**src/sv/ced_pkg.sv**
```systemverilog
// Package for the case-insensitive edit distance block.
// Holds widths, request codes, the cell link type and the letter compare.
// No dependencies.
`default_nettype none

package ced_pkg;

  localparam int MAX_LEN = 64;
  localparam int LEN_W   = $clog2(MAX_LEN + 1);
  localparam int IDX_W   = $clog2(MAX_LEN);
  localparam int CH_W    = 8;
  localparam int KIND_W  = 2;

  localparam logic [KIND_W-1:0] KIND_LOAD   = 2'd0;
  localparam logic [KIND_W-1:0] KIND_SECOND = 2'd1;
  localparam logic [KIND_W-1:0] KIND_FINISH = 2'd2;

  typedef struct packed {
    logic            tok;
    logic [LEN_W-1:0] new_v;
    logic [LEN_W-1:0] old_v;
    logic [CH_W-1:0]  ch;
  } link_t;

  function automatic logic is_letter(input logic [CH_W-1:0] c);
    return ((c >= 8'h41) && (c <= 8'h5A)) || ((c >= 8'h61) && (c <= 8'h7A));
  endfunction

  function automatic logic letters_match(input logic [CH_W-1:0] a,
                                         input logic [CH_W-1:0] b);
    return is_letter(a) && is_letter(b) && ((a & 8'hDF) == (b & 8'hDF));
  endfunction

endpackage

`default_nettype wire

```
**src/sv/ced_cell.sv**
```systemverilog
// One column of the edit distance row: a first-word byte and its DP entry.
// Updates when the wavefront token passes and hands it to the next cell.
// Depends on ced_pkg.
`default_nettype none

module ced_cell (
  input  wire logic                 clk,
  input  wire logic                 rst_n,
  input  wire logic                 clr,
  input  wire logic [ced_pkg::LEN_W-1:0] col,
  input  wire logic                 wr_en,
  input  wire logic [ced_pkg::CH_W-1:0]  wr_ch,
  input  wire ced_pkg::link_t       lnk_i,
  output ced_pkg::link_t            lnk_o
);
  import ced_pkg::*;

  logic [CH_W-1:0]  ch_r;
  logic             loaded_r, loaded_nxt;
  logic [LEN_W-1:0] d_r, d_nxt;
  link_t            lnk_r, lnk_nxt;
  logic [LEN_W-1:0] lo;
  logic [LEN_W-1:0] cand;

  always_comb begin
    lo = lnk_i.old_v;
    if (d_r < lo) lo = d_r;
    if (lnk_i.new_v < lo) lo = lnk_i.new_v;
    cand = letters_match(ch_r, lnk_i.ch) ? lnk_i.old_v : lo + LEN_W'(1);
  end

  always_comb begin
    loaded_nxt  = loaded_r;
    d_nxt       = d_r;
    lnk_nxt     = lnk_i;
    lnk_nxt.old_v = d_r;
    if (lnk_i.tok && loaded_r) begin
      d_nxt         = cand;
      lnk_nxt.new_v = cand;
    end
    if (wr_en) loaded_nxt = 1'b1;
    if (clr) begin
      loaded_nxt = 1'b0;
      d_nxt      = col;
    end
  end

  always_ff @(posedge clk) begin
    if (!rst_n) begin
      loaded_r  <= 1'b0;
      d_r       <= col;
      lnk_r.tok <= 1'b0;
    end else begin
      loaded_r  <= loaded_nxt;
      d_r       <= d_nxt;
      lnk_r.tok <= lnk_nxt.tok;
    end
  end

  always_ff @(posedge clk) begin
    lnk_r.new_v <= lnk_nxt.new_v;
    lnk_r.old_v <= lnk_nxt.old_v;
    lnk_r.ch    <= lnk_nxt.ch;
    if (wr_en) ch_r <= wr_ch;
  end

  assign lnk_o = lnk_r;

endmodule

`default_nettype wire

```
**config.mk**
```make
export PLATFORM = sky130hd
export DESIGN_NAME = ced_cell
export DESIGN_NICKNAME = d
export VERILOG_FILES = /design/src/sv/ced_pkg.sv /design/src/sv/ced_cell.sv
export SDC_FILE = /design/constraint.sdc
export NUM_CORES = 1
export LEC_CHECK = 0
export BUFFER_PORTS_ARGS = -buffer_cell sky130_fd_sc_hd__buf_2
export CORE_UTILIZATION = 40
export DETAILED_ROUTE_END_ITERATION = 10
export PLACE_DENSITY_LB_ADDON = 0.3
export SLEW_MARGIN = 5
export SYNTH_ARGS = -nofsm -noshare
export SYNTH_HDL_FRONTEND = slang
export SYNTH_SLANG_ARGS = --single-unit
export TNS_END_PERCENT = 5
```
**constraint.sdc**
```tcl
create_clock -name clk -period 5.3 [get_ports clk]
set_input_delay 0.265 -clock clk [delete_from_list [all_inputs] [get_ports clk]]
set_output_delay 0.265 -clock clk [all_outputs]
set_load 0.02 [all_outputs]
```
==> impl_results.md, run 1 <==
- # IOs: 65
- Commonest non-fill, non-tap cell in the layout: buf_2
- Die X-Extent: 73.6 um
- Worst slew pin tran: 0.642 ns
- Routed WL per cell: 13.4 um
- Final hold slack: 0.0755 ns
- Post-CTS setup buffer count: 0
- Fillers: 473
- Die height: 73.6 um
- Mapped Cells: 223
- Initial antenna violation count: 0
- Multi-input logic area: 1070 um2
- Synth warn: 0
- Pin count of the biggest net entering global routing: 19
- FP Rows: 25
- Clock Latency Late Sink: 0.29 ns
- GR Util All Layers: 18.3%
- Data required, critical path: 5.34 ns
- Total global routing overflow: 0
- Fin crit period: 4.73 ns
- DRT Wirelength: 4.76 mm
- H-Tree Depth: 2
- FF+latch area: 901 um2
- Post-DR vias/cell: 5.12
- Max cap viols: 0
- Final period utilization: 89.3%
- Worst rel slew slack: 57.1%
- Max Slew Vio Count: 0
- Core area: 4820 um2
- Clk slew on worst S/H paths: 0.07 ns
- Most frequent cells in the layout: buf_2, dfxtp_1, nand2_1
- CP delay by family, top: compound AO/OA/AOI/OAI gates
- Crit end category: flip-flop
- Synth unique cells: 44
- Seq/Total Area, Yosys: 44.0%
- Fin Clk Skew: 0.00305 ns
- Crit-path slowest cell: edfxtp_1
- Clock sinks: 38
- DR iter-0 viols: 125
- Pwr per Cell Area: 314 nW/um2
- Critical path's largest stage delay: 0.47 ns
- CTS root buf: clkbuf_8
- Leak: 1.14 nW
- Port bufs: 63
- Ys flop type: dfxtp_1
- RD Place Congestion: 0.865
- Fmax: 0.211 GHz
- Fraction of layout cells with a size suffix above 1: 25.7%
- Max IR drop VDD: 151 uV
- Vias in the first global route: 1662
- Clock buffer depth: 2
- Via count: 1818
- Final nets: 341
- Post-synth EDFFs: 14
- Syn Nets: 277
- Syn_area_per_cell: 9.18 um2
- # diodes: 0
- Setup TNS Final: 0 ns
- # setup viols final: 0
- CTS tree: yes
- ANT nets after route: 0
- Synth Register Bits: 38
- Critical Path Start Type: flip-flop
- DRC violations left: 0
- First-pass GRT wire length: 7.36 mm
- CP max FO: 14
- Dpl hpwl: 3.69 mm
- Run status: completed
- Worst Hold Class: primary input to flip-flop
- Num CTS Buffers: 5
- Cell Area, Synth: 2050 um2
- WP buf/inv: 0
- Synth-to-Final Area Change: 23.0%
- First-pass iteration count of the detailed router: 4
- Critical path cell sequence: ha_1 > a21oi_1 > o21ai_1 > a21oi_4 > nor2_1 > a21oi_1 > ha_1 > a21oi_1 > nor2b_1 > o21ai_0 > nand2b_1 > a21oi_4 > mux2i_1 > ha_1 > nand3_1 > nor3_1 > a31oi_1 > xnor2_1 > mux2i_1 > a221o_1
- Total Die Area: 5410 um2
- Final-report hold violation count: 0
- WP data arrival: 4.77 ns
- Initial Util: 42.5%
- Ys async rst share: 0%
- Unrepaired setup endpoints after global routing: false
- Crit Path Category: flip-flop to flip-flop
[sequential cells by signal, summed over array words and instances, names as in the netlist]
signal,cells
d_r,7
ch_r,7
lnk_o,23
loaded_r,1
[power breakdown]
part | switching (mW) | internal (mW)
Sequential | 0.0142 | 0.334
Clock | 0.0920 | 0.0933
Combinational | 0.153 | 0.103
Total | 0.259 | 0.530
[logic make-up after synthesis]
family	synth area share (%)
compound gates	17.5
xor+xnor	4.28
fa+ha+maj	7.33
buf+inv	3.91
flops	44.0
mux	5.44
simple gates	17.5
[final timing paths]
kind | from | end | slack, ns | depth (start not counted)
setup reg to reg | d_r[4] | d_r[6] | 0.57 | 20
hold / removal | lnk_i[5] | lnk_o[5] | 0.08 | 1
hold reg to reg | d_r[6] | lnk_o[14] | 0.41 | 0
setup / recovery | d_r[4] | d_r[6] | 0.57 | 20
[what timing repair did]
item | 4_1_cts | 5_1_grt
endpoints found under the hold margin | 0 | 0
hold buffers | 0 | 0
endpoints found under the setup margin | 0 | 1
resized for setup | 0 | 1
[through the flow]
| stage | power, mW | worst slack (ns) | utilization [%] | area [um2] | std cells |
|---|---|---|---|---|---|
| global placement | 0.602 | 0.489 | 50.5 | 2430 | 347 |
| CTS | 0.796 | 0.433 | 52.1 | 2510 | 355 |
| detailed placement | 0.606 | 0.420 | 50.5 | 2430 | 347 |
| global route | 0.840 | 0.138 | 52.3 | 2520 | 355 |
| finish | 0.790 | 0.567 | 52.3 | 2520 | 355 |
| floorplan | 0.529 | 0.944 | - | 2050 | 223 |
[cell usage after synthesis, types with 2 or more instances]
cell type,instances,area share [%]
nor2b_1,2,0.61
a2111oi_0,2,0.86
inv_1,13,2.4
clkbuf_1,6,1.1
edfxtp_1,14,21
a211o_1,2,0.86
xor2_1,4,1.7
and2_1,4,1.2
a221o_1,2,0.98
nand3_1,11,2.7
and3_1,4,1.2
nor2_1,21,3.8
mux2i_1,10,4.9
ha_1,12,7.3
a31oi_1,4,1.2
nand2_1,22,4.0
and4_1,2,0.86
nor3_1,4,0.98
o21ai_0,13,3.2
o31ai_1,2,0.73
xnor2_1,6,2.6
a211oi_1,2,0.73
nand2b_1,2,0.61
a21oi_1,16,3.9
dfxtp_1,24,23
[layer usage]
metal | up-vias | global-route usage (%) | routed length, um
met5 | - | 0 | 0
met4 | 0 | 9.40 | 79
met3 | 9 | 5.35 | 351
met2 | 71 | 30.1 | 2270
met1 | 809 | 21.7 | 2060
li1 | 929 | - | -
[layout make-up]
type / instances / share of cell area [%]
inverters: 13 / 1.94
flip-flops and latches: 38 / 35.8
clock buffers: 8 / 3.18
multi-input cells: 164 / 42.7
repair buffers: 65 / 13.1
well taps: 67 / 3.33
Note: power is estimated with default switching activity, not from simulation.
==> inputs of run 2 (changes only) <==
Settings changed: PLACE_DENSITY set to 0.65, PLACE_DENSITY_LB_ADDON 0.3 to unset, REMOVE_ABC_BUFFERS set to 1.
==> run 2 against run 1 <==
  * Non-clock buffer count increased by 1
  * Highest routed layer unchanged
  * Clock power up 4%
  * Combinational power is essentially flat
  * Sequential share of layout area is 0.071 points lower
  * Clock skew increased by 0.0015 ns
  * Largest cell class unchanged
  * Worst setup slack improved by 0.25 ns
==> impl_results.md, run 2 (synthesized netlist as in run 1, its figures left out) <==
- Worst Hold Class: primary input to flip-flop
- Via count: 1812
- Max IR drop VDD: 144 uV
- P_int: 530 uW
- Initial antenna violation count: 0
- # setup viols final: 0
- Crit end category: flip-flop
- Commonest non-fill, non-tap cell in the layout: buf_2
- First-pass GRT wire length: 7.76 mm
- H-Tree Depth: 2
- Reg2Reg Depth: 20
- Final period utilization: 84.5%
- Port bufs: 63
- FF+latch area: 901 um2
- Clk slew on worst S/H paths: 0.08 ns
- Post-route worst setup slack: 0.822 ns
- Most frequent cells in the layout: buf_2, dfxtp_1, nand2_1
- Dpl hpwl: 3.62 mm
- Power, Total: 800 uW
- Max Slew Vio Count: 0
- Run status: completed
- DP Worst Slack: 0.881 ns
- Max FFs per register: 23
- Data required, critical path: 5.34 ns
- Pin count of the biggest net entering global routing: 19
- RD Place Congestion: 0.884
- Core area: 4820 um2
- CTS tree: yes
- Switching power: 271 uW
- GR Util All Layers: 19.3%
- Initial Util: 42.5%
- CP delay by family, top: compound AO/OA/AOI/OAI gates
- Critical path cell sequence: ha_1 > a21oi_1 > o21ai_2 > a21oi_2 > buf_4 > nor2_1 > a21oi_1 > ha_1 > a21oi_1 > nor2b_1 > o21ai_0 > nand2b_1 > a21oi_4 > mux2i_1 > ha_1 > and4_1 > a31oi_1 > xnor2_1 > mux2i_1 > a221o_1
- Fillers: 503
- Routed WL per cell: 13.5 um
- Crit-path slowest cell: edfxtp_1
- FP Rows: 25
- Total global routing overflow: 0
- Multi-input logic area: 1070 um2
- Final-report hold violation count: 0
- Reg2reg end: d_r[6]
- HP Start: lnk_i[5]
- Comb pwr share: 32.2%
- WP data arrival: 4.52 ns
- Leak: 1.14 nW
- Critical Path Start Type: flip-flop
- Setup TNS Final: 0 ns
- Fraction of layout cells with a size suffix above 1: 26.6%
- DRC violations left: 0
- Worst reg2reg path startpoint: d_r[2]
- Clock Latency Late Sink: 0.29 ns
- Synth-to-Final Area Change: 23.2%
- Fin crit period: 4.48 ns
- Switch share: 33.8%
- Final nets: 342
- DRT Wirelength: 4.81 mm
- First-pass iteration count of the detailed router: 4
- ANT nets after route: 0
- Die X-Extent: 73.6 um
- WHS Path Cells: 1
- Post-CTS setup buffer count: 0
- Post-DR vias/cell: 5.09
- Worst rel slew slack: 55.1%
- Hold Path Sink: lnk_o[5]
- Crit Path Category: flip-flop to flip-flop
- CTS root buf: clkbuf_8
- Max cap viols: 0
- Worst slew pin tran: 0.673 ns
- Fmax: 0.223 GHz
- # diodes: 0
- Clock power share: 24.0%
- Die height: 73.6 um
- Vias in the first global route: 1618
- DR iter-0 viols: 106
- Num CTS Buffers: 5
- WP buf/inv: 1
- Unrepaired setup endpoints after global routing: false
- Fin Clk Skew: 0.00456 ns
- Reg2Reg Setup Slack: 0.82 ns
- CP max FO: 9
- Clock buffer depth: 2
- Total Die Area: 5410 um2
- Hold buffers post-CTS: 0
- Resized cells post-CTS: 0
- Clock sinks: 38
- # IOs: 65
- Reg power frac: 43.8%
- Pwr per Cell Area: 317 nW/um2
- Critical path's largest stage delay: 0.52 ns
==> run 2: cell count changes in the layout (fill, tap and decap cells not counted), sizes merged <==
cell / previous run / this run
clkbuf: 8 / 5
clkinv: 0 / 2
buf: 65 / 66
clkinvlp: 0 / 1
==> run 2: power by group through the flow <==
stage          clock network, mW  registers, mW  logic [mW]
2_1_floorplan                  0          0.373       0.153
3_3_place_gp                   0          0.356       0.252
3_5_place_dp                   0          0.357       0.255
4_1_cts                    0.197          0.350       0.257
5_1_grt                    0.210          0.353       0.289
6_report                   0.192          0.350       0.258
==> run 2: cell type report <==
class / count / share of cell area [%]
Clock buffer: 5 / 2.73
Multi-Input combinational cell: 164 / 42.3
Inverter: 13 / 1.93
Timing Repair Buffer: 66 / 13.4
Tap cell: 67 / 3.32
Sequential cell: 38 / 35.7
Clock inverter: 3 / 0.645
==> run 2: worst max-delay path by stage <==
| stage | startpoint | end | slack (ns) | depth (start not counted) |
|---|---|---|---|---|
| 6_report | d_r[2] | d_r[6] | 0.82 | 20 |
| 5_1_grt | d_r[2] | d_r[6] | 0.40 | 22 |
| 4_1_cts | d_r[2] | d_r[6] | 0.87 | 20 |
| 3_5_place_dp | d_r[2] | d_r[6] | 0.88 | 20 |
| 3_3_place_gp | d_r[2] | d_r[6] | 0.93 | 20 |
| 2_1_floorplan | d_r[2] | d_r[6] | 0.92 | 19 |
==> run 2: worst register-to-register path, delay by kind of cell, from the launching register on <==
family	cells	cell delay (ns)
AOI/OAI and AO/OA	9	1.82
muxes	2	0.25
buffers and inverters	1	0.18
adders and majority gates	3	0.87
xor gates and xnor gates	1	0.14
DFF	1	0.52
and+or+nand+nor	4	0.47
==> run 2: layer usage <==
layer	wire, um	share of wire [%]	track usage (%)	vias to the layer above
met5	0	0	0	-
met4	68	1.4	6.41	0
met3	243	5.0	3.84	8
met2	2210	46	30.2	57
met1	2290	48	26.7	819
li1	-	-	-	928
==> run 2: per-stage QoR <==
step | utilization (%) | cell area [um2] | hold slack [ns] | cells
6_report | 52.4 | 2520 | 0.0734 | 356
5_1_grt | 52.4 | 2520 | 0.0670 | 356
4_1_cts | 52.4 | 2520 | 0.0658 | 356
3_5_place_dp | 50.6 | 2440 | 0.370 | 348
3_3_place_gp | 50.6 | 2440 | 0.368 | 348
2_1_floorplan | - | 2020 | 0.293 | 215
==> inputs of run 3 (changes only) <==
Settings changed: PLACE_DENSITY 0.65 to 0.68.
Clock period 5.3 ns to 3.84 ns, I/O delays scaled along.
==> run 3 against run 2 <==
  * The flow now finishes with violations (setup timing)
  * Critical endpoint unchanged
  * Flip-flop and latch count unchanged
  * Register-to-register slack worse by 0.93 ns
  * Non-clock buffer count grew 32
  * Die area unchanged
==> impl_results.md, run 3 (synthesized netlist as in run 1, its figures left out) <==
- Worst Hold Class: primary input to flip-flop
- Commonest non-fill, non-tap cell in the layout: buf_2
- Initial Util: 42.5%
- Fraction of layout cells with a size suffix above 1: 38.9%
- Clock sinks: 38
- Num CTS Buffers: 5
- CTS root buf: clkbuf_8
- Final-report hold violation count: 0
- Final period utilization: 103%
- Via count: 2001
- DP Worst Slack: -0.232 ns
- GR Util All Layers: 22.2%
- Max FFs per register: 23
- Failing checks: setup timing
- Fillers: 441
- Die X-Extent: 73.6 um
- # setup viols final: 2
- Fin crit period: 3.95 ns
- Met3 wire length: 344 um
- Initial antenna violation count: 0
- Metal2 WL: 2.67 mm
- ANT nets after route: 0
- Pwr per Cell Area: 442 nW/um2
- Crit-path slowest cell: edfxtp_1
- WP data arrival: 4.00 ns
- First-pass iteration count of the detailed router: 4
- Fmax: 0.253 GHz
- Non-filler instance count after layout: 388
- Post-route worst setup slack: -0.110 ns
- Final instance area: 2890 um2
- Pin count of the biggest net entering global routing: 19
- CTS tree: yes
- Final nets: 374
- Die height: 73.6 um
- Crit end category: flip-flop
- Critical path's largest stage delay: 0.44 ns
- Final hold slack: 0.00702 ns
- Max Slew Vio Count: 0
- Crit Path Category: flip-flop to flip-flop
- Total global routing overflow: 0
- # IOs: 65
- H-Tree Depth: 2
- Fin Clk Skew: 0.0119 ns
- Post-DP Area: 2610 um2
- FP Rows: 25
- Max cap viols: 0
- Critical path cell sequence: ha_4 > nand2_1 > o21ai_1 > a21oi_2 > buf_6 > buf_4 > a21oi_4 > ha_1 > and4_4 > o21a_1 > a21oi_4 > mux2i_1 > ha_2 > and4_1 > a31oi_1 > xnor2_1 > mux2i_1 > a221o_1
- Clk slew on worst S/H paths: 0.08 ns
- Clock Latency Late Sink: 0.30 ns
- Unrepaired setup endpoints after global routing: true
- Inst Count DP: 371
- Post-DR vias/cell: 5.16
- FF+latch area: 901 um2
- RD Place Congestion: 0.903
- Data required, critical path: 3.89 ns
- Critical Path Start Type: flip-flop
- Clock buffer depth: 2
- CP max FO: 7
- Worst slew pin tran: 0.702 ns
- Core area: 4820 um2
- Final Core Density: 60.0%
- DRC violations left: 0
- # diodes: 0
- Vias in the first global route: 1935
- Total Die Area: 5410 um2
- Routed WL per cell: 14.3 um
- DR iter-0 viols: 143
- Worst rel slew slack: 53.1%
- Port bufs: 63
- Run status: finished with violations
- Synth-to-Final Area Change: 41.1%
- M1 WL: 2.46 mm
- DRT Wirelength: 5.54 mm
- Dpl hpwl: 4.08 mm
- First-pass GRT wire length: 8.91 mm
- Leak: 1.31 nW
- Most frequent cells in the layout: buf_2, buf_4, dfxtp_1
- Max IR drop VDD: 241 uV
- Max layer used: met4
- Multi-input logic area: 1170 um2
==> run 3: cell count changes in the layout (fill, tap and decap cells not counted), sizes merged <==
cell	delta
buf	+31
clkbuf	+1
clkinv	-1
dlygate4sd3	+1
==> run 3: layout make-up <==
cell class,count,share of cell area (%)
timing repair buffer,98,20.3
clock buffer,6,2.86
inverter,13,1.69
clock inverter,2,0.433
sequential,38,31.2
multi-input combinational,164,40.6
tap,67,2.90
==> run 3: path summary, 6_finish.rpt <==
kind,start,to,slack [ns],depth (start not counted)
max,d_r[6],d_r[6],-0.11,18
min,lnk_i[6],lnk_o[6],0.007,1
max reg2reg,d_r[6],d_r[6],-0.11,18
min reg2reg,loaded_r,loaded_r,0.50,2
==> run 3: what timing repair did <==
item	CTS	global route
setup buffers	7	1
setup endpoints to repair	4	6
endpoints found under the hold margin	1	0
gates cloned	0	0
pin swaps	4	7
resized for setup	11	11
hold buffers	1	0
==> run 3: power breakdown <==
| group | internal, mW | switching, mW | leakage (nW) |
|---|---|---|---|
| logic | 0.243 | 0.259 | 0.923 |
| registers | 0.460 | 0.0165 | 0.342 |
| clock network | 0.144 | 0.153 | 0.0472 |
==> run 3: critical path, delay by kind of cell, from the launching register on <==
| kind | cells | cell delay [ns] |
|---|---|---|
| DFF | 1 | 0.44 |
| xor gates and xnor gates | 1 | 0.17 |
| adders and majority gates | 3 | 0.78 |
| buffers and inverters | 2 | 0.30 |
| and+or+nand+nor | 3 | 0.47 |
| muxes | 2 | 0.36 |
| AOI/OAI and AO/OA | 7 | 1.21 |
==> run 3: metrics by stage <==
stage | setup TNS (ns) | power (mW)
after floorplan | -1.42 | 0.727
after global placement | -0.300 | 0.895
after detailed placement | -0.638 | 0.905
after CTS | -0.172 | 1.25
after global routing | -0.958 | 1.35
final | -0.123 | 1.28
==> run 3: per-layer routing <==
metal	vias to the layer above	GRT usage (%)
met5	-	0
met4	0	7.05
met3	9	6.04
met2	83	37.2
met1	909	27.7
li1	1000	-
